<file path="src/hw/rtl/shfe_pkg.sv">
// ============================================================================
// shfe_pkg - shared types and constants of the strip hit fragment encoder
// Halfword codes, link mapping and hit address formatting.
// ============================================================================
package shfe_pkg;

    localparam int STRIP_W       = 10;
    localparam int GROUP_W       = 8;
    localparam int FIBRE_W       = 7;
    localparam int LINK_W        = 7;
    localparam int HALF_W        = 16;
    localparam int WORD_W        = 2 * HALF_W;

    localparam int MAX_GROUP       = 128;
    localparam int STRIPS_PER_CHIP = 128;
    localparam int CHIP_SHIFT      = $clog2(STRIPS_PER_CHIP);
    localparam int LINKS_PER_FMT   = 12;
    localparam int STRIP_COUNT     = 768;

    localparam logic [STRIP_W-1:0] LAST_STRIP = STRIP_W'(STRIP_COUNT - 1);
    localparam logic [STRIP_W-1:0] PAIR_BASE  = STRIP_W'(STRIP_COUNT - 2);

    // reciprocal of LINKS_PER_FMT, exact for every 7-bit fibre number
    localparam int RECIP_MUL   = 171;
    localparam int RECIP_SHIFT = 11;

    localparam logic [HALF_W-1:0] HDR_BASE   = 16'h2000;
    localparam logic [HALF_W-1:0] TRAILER    = 16'h4000;
    localparam logic [HALF_W-1:0] HIT_SINGLE = 16'h8000;
    localparam logic [HALF_W-1:0] HIT_PAIR   = 16'h8001;
    localparam logic [HALF_W-1:0] TB_FILL    = 16'h8088;
    localparam logic [HALF_W-1:0] TB_EVEN    = 16'h8008;

    // halfword request from the sequencer to the packer
    typedef struct packed {
        logic              push;
        logic [HALF_W-1:0] half;
        logic              finish;
    } pk_req_t;

    // packer status back to the sequencer
    typedef struct packed {
        logic push_ok;
        logic finish_ok;
        logic pend_valid;
        logic hold_valid;
    } pk_status_t;

    // fibre -> {formatter[2:0], link within formatter[3:0]}
    function automatic logic [LINK_W-1:0] fibre_to_link(input logic [FIBRE_W-1:0] fibre);
        logic [15:0] prod;
        logic [2:0]  fmt;
        logic [6:0]  base;
        logic [6:0]  diff;
        prod = 16'(fibre) * 16'(RECIP_MUL);
        fmt  = prod[RECIP_SHIFT +: 3];
        base = 7'(fmt) * 7'(LINKS_PER_FMT);
        diff = fibre - base;
        return {fmt, diff[3:0]};
    endfunction

    // side, chip and strip-within-chip fields of a hit word
    function automatic logic [HALF_W-1:0] hit_addr(input logic [STRIP_W-1:0] t,
                                                   input logic              side);
        return {1'b0, side, t[CHIP_SHIFT +: 3], t[CHIP_SHIFT-1:0], 4'b0000};
    endfunction

endpackage

</file>
<file path="src/hw/rtl/shfe_word_packer.sv">
// ============================================================================
// shfe_word_packer - halfword pairing and output stage
// Pairs halfwords big-half-first, holds one finished word until the item's
// end is known so that its last flag is right, and drives the output channel.
// ============================================================================
module shfe_word_packer (
    input  logic                         clk,
    input  logic                         rst_n,
    input  shfe_pkg::pk_req_t            req,
    output shfe_pkg::pk_status_t         st,
    output logic                         out_valid,
    input  logic                         out_ready,
    output logic [shfe_pkg::WORD_W-1:0]  word,
    output logic                         last
);

    logic [shfe_pkg::HALF_W-1:0] pend_half_reg;
    logic                        pend_valid_reg;
    logic [shfe_pkg::WORD_W-1:0] hold_word_reg;
    logic                        hold_valid_reg;
    logic [shfe_pkg::WORD_W-1:0] out_word_reg;
    logic                        out_last_reg;
    logic                        out_valid_reg;

    logic out_free;
    logic push_ok;
    logic finish_ok;
    logic do_push;
    logic do_finish;
    logic pair_done;
    logic load_out;

    assign out_free  = !out_valid_reg || out_ready;
    assign push_ok   = !(pend_valid_reg && hold_valid_reg && !out_free);
    assign finish_ok = !hold_valid_reg || out_free;
    assign do_push   = req.push && push_ok;
    assign do_finish = req.finish && finish_ok;
    assign pair_done = do_push && pend_valid_reg;
    assign load_out  = (pair_done && hold_valid_reg) || (do_finish && hold_valid_reg);

    assign st.push_ok    = push_ok;
    assign st.finish_ok  = finish_ok;
    assign st.pend_valid = pend_valid_reg;
    assign st.hold_valid = hold_valid_reg;

    always_ff @(posedge clk or negedge rst_n)
    begin
        if (!rst_n)
        begin
            pend_valid_reg <= 1'b0;
            hold_valid_reg <= 1'b0;
            out_valid_reg  <= 1'b0;
        end
        else
        begin
            if (do_push)
                pend_valid_reg <= !pend_valid_reg;
            if (pair_done)
                hold_valid_reg <= 1'b1;
            else if (do_finish)
                hold_valid_reg <= 1'b0;
            if (load_out)
                out_valid_reg <= 1'b1;
            else if (out_ready)
                out_valid_reg <= 1'b0;
        end
    end

    always_ff @(posedge clk)
    begin
        if (do_push && !pend_valid_reg)
            pend_half_reg <= req.half;
        if (pair_done)
            hold_word_reg <= {pend_half_reg, req.half};
        if (load_out)
        begin
            out_word_reg <= hold_word_reg;
            out_last_reg <= do_finish;
        end
    end

    assign out_valid = out_valid_reg;
    assign word      = out_word_reg;
    assign last      = out_last_reg;

endmodule

</file>
<file path="src/hw/rtl/strip_hit_fragment_encoder.sv">
// ============================================================================
// strip_hit_fragment_encoder - strip cluster hits to 32-bit readout words
// Link header/trailer insertion, condensed or expanded hit encoding and
// big-half-first packing of 16-bit halfwords.
// ============================================================================
// One item is handled at a time. The accept cycle maps the fibre to its link
// and clamps the cluster, then a sequencer issues one halfword per cycle
// through a single shared address unit (one subtract for the reversed strip
// order plus field packing): an optional trailer and header, then the hit
// halfwords, then a closing step that releases the last word of the item.
// Per item, apart from any link trailer and header, the halfword counts are:
// a condensed cluster of g strips issues about g/2 halfwords (one more per
// chip boundary crossed), an expanded cluster about g/2 + 1, and an end of
// fragment at most two. A finished word waits in a hold register until the
// next word or the end of the item settles its last flag, then moves to the
// output register. The sequencer stalls only when a word completes, or the
// item closes, while both of these registers are full and the consumer is
// not taking the output word. The configuration register is written through
// its own channel, which is always ready; write it only while the block is
// idle.
module strip_hit_fragment_encoder (
    input  logic                          clk,
    input  logic                          rst_n,

    input  logic                          cfg_valid,
    output logic                          cfg_ready,
    input  logic                          cfg_data,

    input  logic                          in_valid,
    output logic                          in_ready,
    input  logic                          req_type,
    input  logic [6:0]                    fibre,
    input  logic                          module_side,
    input  logic [9:0]                    strip,
    input  logic [7:0]                    group_size,
    input  logic [2:0]                    time_bin,
    input  logic                          first_hit_error,
    input  logic                          second_hit_error,
    input  logic                          swap_readout,

    output logic                          out_valid,
    input  logic                          out_ready,
    output logic [31:0]                   word,
    output logic                          last
);

    typedef enum logic [7:0] {
        ST_IDLE   = 8'b0000_0001,
        ST_CLOSE  = 8'b0000_0010,
        ST_HEAD   = 8'b0000_0100,
        ST_HIT    = 8'b0000_1000,
        ST_FILL   = 8'b0001_0000,
        ST_EVEN   = 8'b0010_0000,
        ST_PAD    = 8'b0100_0000,
        ST_FINISH = 8'b1000_0000
    } state_t;

    localparam int FILL_W = shfe_pkg::GROUP_W - 1;

    state_t state_reg, state_next;

    logic                           condensed_mode_reg;
    logic [shfe_pkg::LINK_W-1:0]    open_link_reg,  open_link_next;
    logic                           link_open_reg,  link_open_next;

    // item registers
    logic                           req_reg;
    logic [shfe_pkg::LINK_W-1:0]    link_reg;
    logic [shfe_pkg::STRIP_W-1:0]   last_reg;
    logic [shfe_pkg::GROUP_W-1:0]   g_reg;
    logic [2:0]                     tb_reg;
    logic                           e1_reg;
    logic                           e2_reg;
    logic                           swap_reg;
    logic [shfe_pkg::STRIP_W-1:0]   p_reg,    p_next;
    logic [FILL_W-1:0]              fill_reg, fill_next;

    // accept-cycle decode
    logic [shfe_pkg::LINK_W-1:0]    link_in;
    logic [shfe_pkg::STRIP_W-1:0]   s_sat;
    logic [shfe_pkg::STRIP_W-1:0]   room;
    logic [shfe_pkg::GROUP_W-1:0]   g_min;
    logic [shfe_pkg::GROUP_W-1:0]   g_max;
    logic [shfe_pkg::GROUP_W-1:0]   g_clamp;
    logic                           accept;
    logic                           link_change;

    // shared address unit
    logic                           pair;
    logic                           seg_done;
    logic [shfe_pkg::STRIP_W-1:0]   addr_base;
    logic [shfe_pkg::STRIP_W-1:0]   addr_strip;
    logic [shfe_pkg::HALF_W-1:0]    addr_bits;

    shfe_pkg::pk_req_t              pk_req;
    shfe_pkg::pk_status_t           pk_st;

    assign cfg_ready = 1'b1;
    assign accept    = in_valid && in_ready;

    // -------------------------------------------------------------------------
    // Accept decode: link number and cluster clamp
    // -------------------------------------------------------------------------
    always_comb
    begin
        link_in = shfe_pkg::fibre_to_link(fibre);
        s_sat   = (strip > shfe_pkg::LAST_STRIP) ? shfe_pkg::LAST_STRIP : strip;
        room    = shfe_pkg::STRIP_W'(shfe_pkg::STRIP_COUNT) - s_sat;
        g_min   = (group_size == '0) ? shfe_pkg::GROUP_W'(1) : group_size;
        g_max   = (9'(g_min) > 9'(shfe_pkg::MAX_GROUP))
                  ? shfe_pkg::GROUP_W'(shfe_pkg::MAX_GROUP) : g_min;
        g_clamp = (shfe_pkg::STRIP_W'(g_max) > room) ? room[shfe_pkg::GROUP_W-1:0] : g_max;
        link_change = !link_open_reg || (open_link_reg != link_in);
    end

    // -------------------------------------------------------------------------
    // Shared address unit: reversed strip order and hit word fields
    // -------------------------------------------------------------------------
    always_comb
    begin
        pair     = (p_reg != last_reg) && (p_reg[shfe_pkg::CHIP_SHIFT-1:0] != '1);
        seg_done = pair ? ((p_reg + 1'b1) == last_reg) : (p_reg == last_reg);
        if (condensed_mode_reg)
            addr_base = pair ? shfe_pkg::PAIR_BASE : shfe_pkg::LAST_STRIP;
        else
            addr_base = shfe_pkg::STRIP_W'(shfe_pkg::STRIP_COUNT)
                        - shfe_pkg::STRIP_W'(g_reg);
        addr_strip = swap_reg ? (addr_base - p_reg) : p_reg;
        addr_bits  = shfe_pkg::hit_addr(addr_strip, link_reg[0]);
    end

    // -------------------------------------------------------------------------
    // Sequencer
    // -------------------------------------------------------------------------
    always_comb
    begin
        state_next     = state_reg;
        open_link_next = open_link_reg;
        link_open_next = link_open_reg;
        p_next         = p_reg;
        fill_next      = fill_reg;
        in_ready       = 1'b0;
        pk_req         = '0;

        unique case (state_reg)
            ST_IDLE:
            begin
                in_ready = 1'b1;
                if (in_valid)
                begin
                    if (req_type)
                    begin
                        // end of fragment: close an open link, then pad an unpaired halfword
                        link_open_next = 1'b0;
                        open_link_next = '0;
                        if (link_open_reg)
                            state_next = ST_CLOSE;
                        else if (pk_st.pend_valid)
                            state_next = ST_PAD;
                        else
                            state_next = ST_FINISH;
                    end
                    else
                    begin
                        p_next    = s_sat;
                        fill_next = FILL_W'((g_clamp - 1'b1) >> 1);
                        if (!link_change)
                            state_next = ST_HIT;
                        else if (link_open_reg)
                            state_next = ST_CLOSE;
                        else
                            state_next = ST_HEAD;
                    end
                end
            end
            ST_CLOSE:
            begin
                pk_req.push = 1'b1;
                pk_req.half = shfe_pkg::TRAILER;
                if (pk_st.push_ok)
                begin
                    if (!req_reg)
                        state_next = ST_HEAD;
                    else if (pk_st.pend_valid)
                        state_next = ST_FINISH;
                    else
                        state_next = ST_PAD;
                end
            end
            ST_HEAD:
            begin
                pk_req.push = 1'b1;
                pk_req.half = shfe_pkg::HDR_BASE
                              | shfe_pkg::HALF_W'({condensed_mode_reg, 8'h00})
                              | shfe_pkg::HALF_W'(link_reg);
                if (pk_st.push_ok)
                begin
                    open_link_next = link_reg;
                    link_open_next = 1'b1;
                    state_next     = ST_HIT;
                end
            end
            ST_HIT:
            begin
                pk_req.push = 1'b1;
                if (condensed_mode_reg)
                begin
                    if (pair)
                        pk_req.half = shfe_pkg::HIT_PAIR | addr_bits
                                      | shfe_pkg::HALF_W'({e2_reg, e1_reg, 2'b00});
                    else
                        pk_req.half = shfe_pkg::HIT_SINGLE | addr_bits
                                      | shfe_pkg::HALF_W'({e1_reg, 2'b00});
                    if (pk_st.push_ok)
                    begin
                        p_next = p_reg + (pair ? 10'd2 : 10'd1);
                        if (seg_done)
                            state_next = ST_FINISH;
                    end
                end
                else
                begin
                    pk_req.half = shfe_pkg::HIT_SINGLE | addr_bits
                                  | shfe_pkg::HALF_W'(tb_reg);
                    if (pk_st.push_ok)
                    begin
                        if (fill_reg != '0)
                            state_next = ST_FILL;
                        else if (!g_reg[0])
                            state_next = ST_EVEN;
                        else
                            state_next = ST_FINISH;
                    end
                end
            end
            ST_FILL:
            begin
                pk_req.push = 1'b1;
                pk_req.half = shfe_pkg::TB_FILL
                              | shfe_pkg::HALF_W'({tb_reg, 1'b0, tb_reg});
                if (pk_st.push_ok)
                begin
                    fill_next = fill_reg - 1'b1;
                    if (fill_reg == FILL_W'(1))
                        state_next = g_reg[0] ? ST_FINISH : ST_EVEN;
                end
            end
            ST_EVEN:
            begin
                pk_req.push = 1'b1;
                pk_req.half = shfe_pkg::TB_EVEN | shfe_pkg::HALF_W'(tb_reg);
                if (pk_st.push_ok)
                    state_next = ST_FINISH;
            end
            ST_PAD:
            begin
                pk_req.push = 1'b1;
                pk_req.half = shfe_pkg::TRAILER;
                if (pk_st.push_ok)
                    state_next = ST_FINISH;
            end
            ST_FINISH:
            begin
                // release the held word with its last flag
                pk_req.finish = 1'b1;
                if (pk_st.finish_ok)
                    state_next = ST_IDLE;
            end
            default:
            begin
                state_next = ST_IDLE;
            end
        endcase
    end

    always_ff @(posedge clk or negedge rst_n)
    begin
        if (!rst_n)
        begin
            state_reg          <= ST_IDLE;
            condensed_mode_reg <= 1'b0;
            open_link_reg      <= '0;
            link_open_reg      <= 1'b0;
            p_reg              <= '0;
            fill_reg           <= '0;
        end
        else
        begin
            state_reg     <= state_next;
            open_link_reg <= open_link_next;
            link_open_reg <= link_open_next;
            p_reg         <= p_next;
            fill_reg      <= fill_next;
            if (cfg_valid && cfg_ready)
                condensed_mode_reg <= cfg_data;
        end
    end

    // hold the item payload for the whole sequence; module_side has no effect
    // on the words since the encoded side is the link parity
    always_ff @(posedge clk)
    begin
        if (accept)
        begin
            req_reg  <= req_type;
            link_reg <= link_in;
            g_reg    <= g_clamp;
            last_reg <= s_sat + shfe_pkg::STRIP_W'(g_clamp) - 1'b1;
            tb_reg   <= time_bin;
            e1_reg   <= first_hit_error;
            e2_reg   <= second_hit_error;
            swap_reg <= swap_readout;
        end
    end

    shfe_word_packer u_packer (
        .clk       (clk),
        .rst_n     (rst_n),
        .req       (pk_req),
        .st        (pk_st),
        .out_valid (out_valid),
        .out_ready (out_ready),
        .word      (word),
        .last      (last)
    );

    // -------------------------------------------------------------------------
    // Assertions
    // -------------------------------------------------------------------------
    a_fill_nonzero: assert property (@(posedge clk) disable iff (!rst_n)
        (state_reg == ST_FILL) |-> (fill_reg != '0))
        else $error("time-bin fill entered with empty count");

    a_strip_in_cluster: assert property (@(posedge clk) disable iff (!rst_n)
        ((state_reg == ST_HIT) && condensed_mode_reg) |-> (p_reg <= last_reg))
        else $error("condensed walk ran past the cluster end");

    a_head_opens_link: assert property (@(posedge clk) disable iff (!rst_n)
        ((state_reg == ST_HEAD) && pk_st.push_ok)
        |=> (link_open_reg && (open_link_reg == link_reg)))
        else $error("header issued without opening its link");

    a_finish_drains: assert property (@(posedge clk) disable iff (!rst_n)
        ((state_reg == ST_FINISH) && pk_st.finish_ok) |=> !pk_st.hold_valid)
        else $error("word still held after the item closed");

    a_idle_no_hold: assert property (@(posedge clk) disable iff (!rst_n)
        (state_reg == ST_IDLE) |-> !pk_st.hold_valid)
        else $error("held word left over between items");

endmodule
</file>
<file path="config.mk">
export PLATFORM = sky130hd
export DESIGN_NAME = strip_hit_fragment_encoder
export DESIGN_NICKNAME = d
export VERILOG_FILES = /design/src/hw/rtl/shfe_pkg.sv /design/src/hw/rtl/shfe_word_packer.sv /design/src/hw/rtl/strip_hit_fragment_encoder.sv
export SDC_FILE = /design/constraint.sdc
export NUM_CORES = 1
export LEC_CHECK = 0
export ABC_CLOCK_PERIOD_IN_PS = 12930
export BUFFER_PORTS_ARGS = -buffer_cell sky130_fd_sc_hd__buf_2
export CAP_MARGIN = 20
export CORE_ASPECT_RATIO = 2
export CORE_UTILIZATION = 28
export DETAILED_ROUTE_END_ITERATION = 10
export GPL_TIMING_DRIVEN = 0
export HOLD_SLACK_MARGIN = 0.02
export MAX_ROUTING_LAYER = met4
export PLACE_DENSITY = 0.42
export SYNTH_ARGS = -nofsm -noshare
export SYNTH_HDL_FRONTEND = slang
export SYNTH_HIERARCHICAL = 1
export SYNTH_SLANG_ARGS = --single-unit
</file>
<file path="constraint.sdc">
create_clock -name clk -period 12.93 [get_ports clk]
set_input_delay 2.586 -clock clk [delete_from_list [all_inputs] [get_ports clk]]
set_output_delay 2.586 -clock clk [all_outputs]
set_load 0.03 [all_outputs]
</file>
==> impl_metrics.py <==
metrics = {
    "timing": {
        "max_freq_mhz": 119,
        "period_minus_slack_ps": 8410,
        "hold_viol_final": 0,
        "setup_viol": 0,
        "rsz0062_at_grt": "false",
        "tightest_slew_ps": 1010,
        "relSlewSlack": 0.319,
        "drv_slew": 0,
        "setup_total_negative_slack_ps": 0,
        "skew_ps": 9.59,
        "period_share": 0.650,
    },
    "floorplanning": {
        "row_count": 92,
        "die_h_um": 256,
        "die_w_um": 129,
        "initial_core_util": 0.285,
        "coreArea_um2": 31700,
        "die_area_um2": 33000,
        "pin_count": 75,
    },
    "place": {
        "hpwl_um": 18900,
        "portBuffers": 72,
        "place_area_um2": 9970,
        "gp_congestion": 0.880,
    },
    "cts": {
        "ctsLongestPathBuffers": 2,
        "cts_sinks": 150,
        "hold_buffers": 0,
        "cts_root_buffer": "clkbuf_16",
        "clkTransAtPathRegs_ps": 60,
        "cts_resized": 0,
        "cts_setup_buffers": 0,
        "cts_tree": "done",
        "insertion_delay_ps": 430,
        "cts_inserted_buffers": 17,
        "htreeDepth": 4,
    },
    "global_route": {
        "grt.met3_usage": 0.0209,
        "grt_usage": 0.153,
        "antenna_found_initial": 0,
        "grt_pass1_vias": 6667,
        "grtUsageMet2": 0.296,
        "grt_max_degree": 38,
        "grt_busiest_layer": "met2",
        "grt-ovfl-total": 0,
        "use_met1": 0.138,
        "grt_pass1_wl_um": 36200,
    },
    "route": {
        "drtAntennaViolNets": 0,
        "drtPass1Iterations": 4,
        "drc": 0,
        "vias": 6505,
        "vias_per_cell": 4.68,
        "first_iter_violations": 256,
        "wl_um": 23500,
        "wl_per_cell_um": 16.9,
    },
    "yosys": {
        "synth_area_um2": 9020,
        "synth_fp_nets": 986,
        "syn_avg_cell_area_um2": 10.5,
        "ys_warn_count": 6,
        "synthCells": 860,
    },
    "final_layout": {
        "layout_commonest_cell": "edfxtp_1",
        "fin_nets": 1081,
        "drive_gt1_frac": 0.146,
        "diodes": 0,
        "final_cell_mix": "113 x edfxtp_1, 84 x nand2_1, 80 x inv_1",
        "n_fill_cell": 3273,
        "synthToLayoutAreaGrowth_pct": 16.9,
        "fin_area_um2": 10500,
    },
    "critical_path": {
        "worstSetupPathType": "in -> reg",
        "start_kind": "input pin",
        "cp.arrival_ps": 8590,
        "r2r-end": "u_packer/hold_word_reg[12]$_DFFE_PP_",
        "rr_worst_depth": 18,
        "reg2reg_slack_ps": 8560,
        "rr_startpoint": "p_reg[9]$_DFFE_PN0P_",
        "end_kind": "register",
        "cp_max_fo": 10,
        "required_ps": 13110,
    },
    "hold_path": {
        "holdCritStartpoint": "u_packer/pend_half_reg[6]$_DFFE_PP_",
        "min_to": "u_packer/hold_word_reg[22]$_DFFE_PP_",
        "hold_depth": 0,
        "min_path_type": "reg -> reg",
    },
    "power_and_ir_drop": {
        "vdd_drop_max_mv": 0.0883,
        "power_mw": 2.24,
        "power_density_nw_per_um2": 212,
        "power.leakage_nw": 4.30,
    },
    "run_status": {
        "status": "finished clean",
    },
    "run": {
        "drv_cap": 0,
    },
}
==> metal layers <==
metal  vias to the layer above  part of all wire
li1                       3274                 -
met1                      3068              0.36
met2                       112              0.57
met3                        51             0.018
met4                         0             0.046
met5                         -                 0
==> metrics by stage <==
step	utilization	hold slack, ps	setup WS, ps	std cells
after CTS	0.332	410	4480	1390
after detailed placement	0.315	405	4020	1358
after floorplan	-	400	5420	860
final	0.333	413	4520	1391
after global placement	0.313	401	4020	1355
after global routing	0.333	414	4010	1391
==> worst max-delay path: stages <==
cell      delay, ps
buf_2           150
and2_1          150
clkbuf_1        190
nor2_1          340
ha_1            360
a21oi_1          90
o21ai_0         640
ha_1            240
nand4_1         180
o221ai_1        220
a21oi_1         110
or4b_1          530
clkbuf_1        200
clkbuf_1        260
o21a_1          270
ha_1            280
inv_1            40
ha_1            210
fa_1            410
a21o_1          170
a21oi_1         220
o21bai_1         90
a21oi_1         250
o21bai_1         90
a21oi_1         180
xnor2_1          80
==> where the power goes <==
group | internal (mW) | switching, mW
Clock | 0.269 | 0.199
Sequential | 0.729 | 0.0866
Combinational | 0.343 | 0.614
Total | 1.34 | 0.899
==> cell type report <==
cell class | count | area [um2] | share of cell area
inverters | 80 | 300 | 0.0285
multi-input cells | 600 | 4270 | 0.405
plain buffers | 30 | 149 | 0.0141
repair buffers | 76 | 419 | 0.0398
clock buffers | 20 | 447 | 0.0424
clock inverters | 12 | 105 | 0.00997
well taps | 423 | 529 | 0.0502
flip-flops and latches | 150 | 4320 | 0.410
==> how the worst max path moves through the flow <==
stage,start,endpoint,slack (ps),cells after the start
5_1_grt,strip[9],last_reg[9]$_DFFE_PP_,4010,25
2_1_floorplan,strip[8],last_reg[9]$_DFFE_PP_,5420,25
4_1_cts,strip[9],last_reg[9]$_DFFE_PP_,4480,25
3_3_place_gp,strip[9],last_reg[9]$_DFFE_PP_,4020,25
3_5_place_dp,strip[9],last_reg[9]$_DFFE_PP_,4020,25
6_report,strip[9],last_reg[9]$_DFFE_PP_,4520,26
No activity file was read; power rests on OpenSTA's default activity.
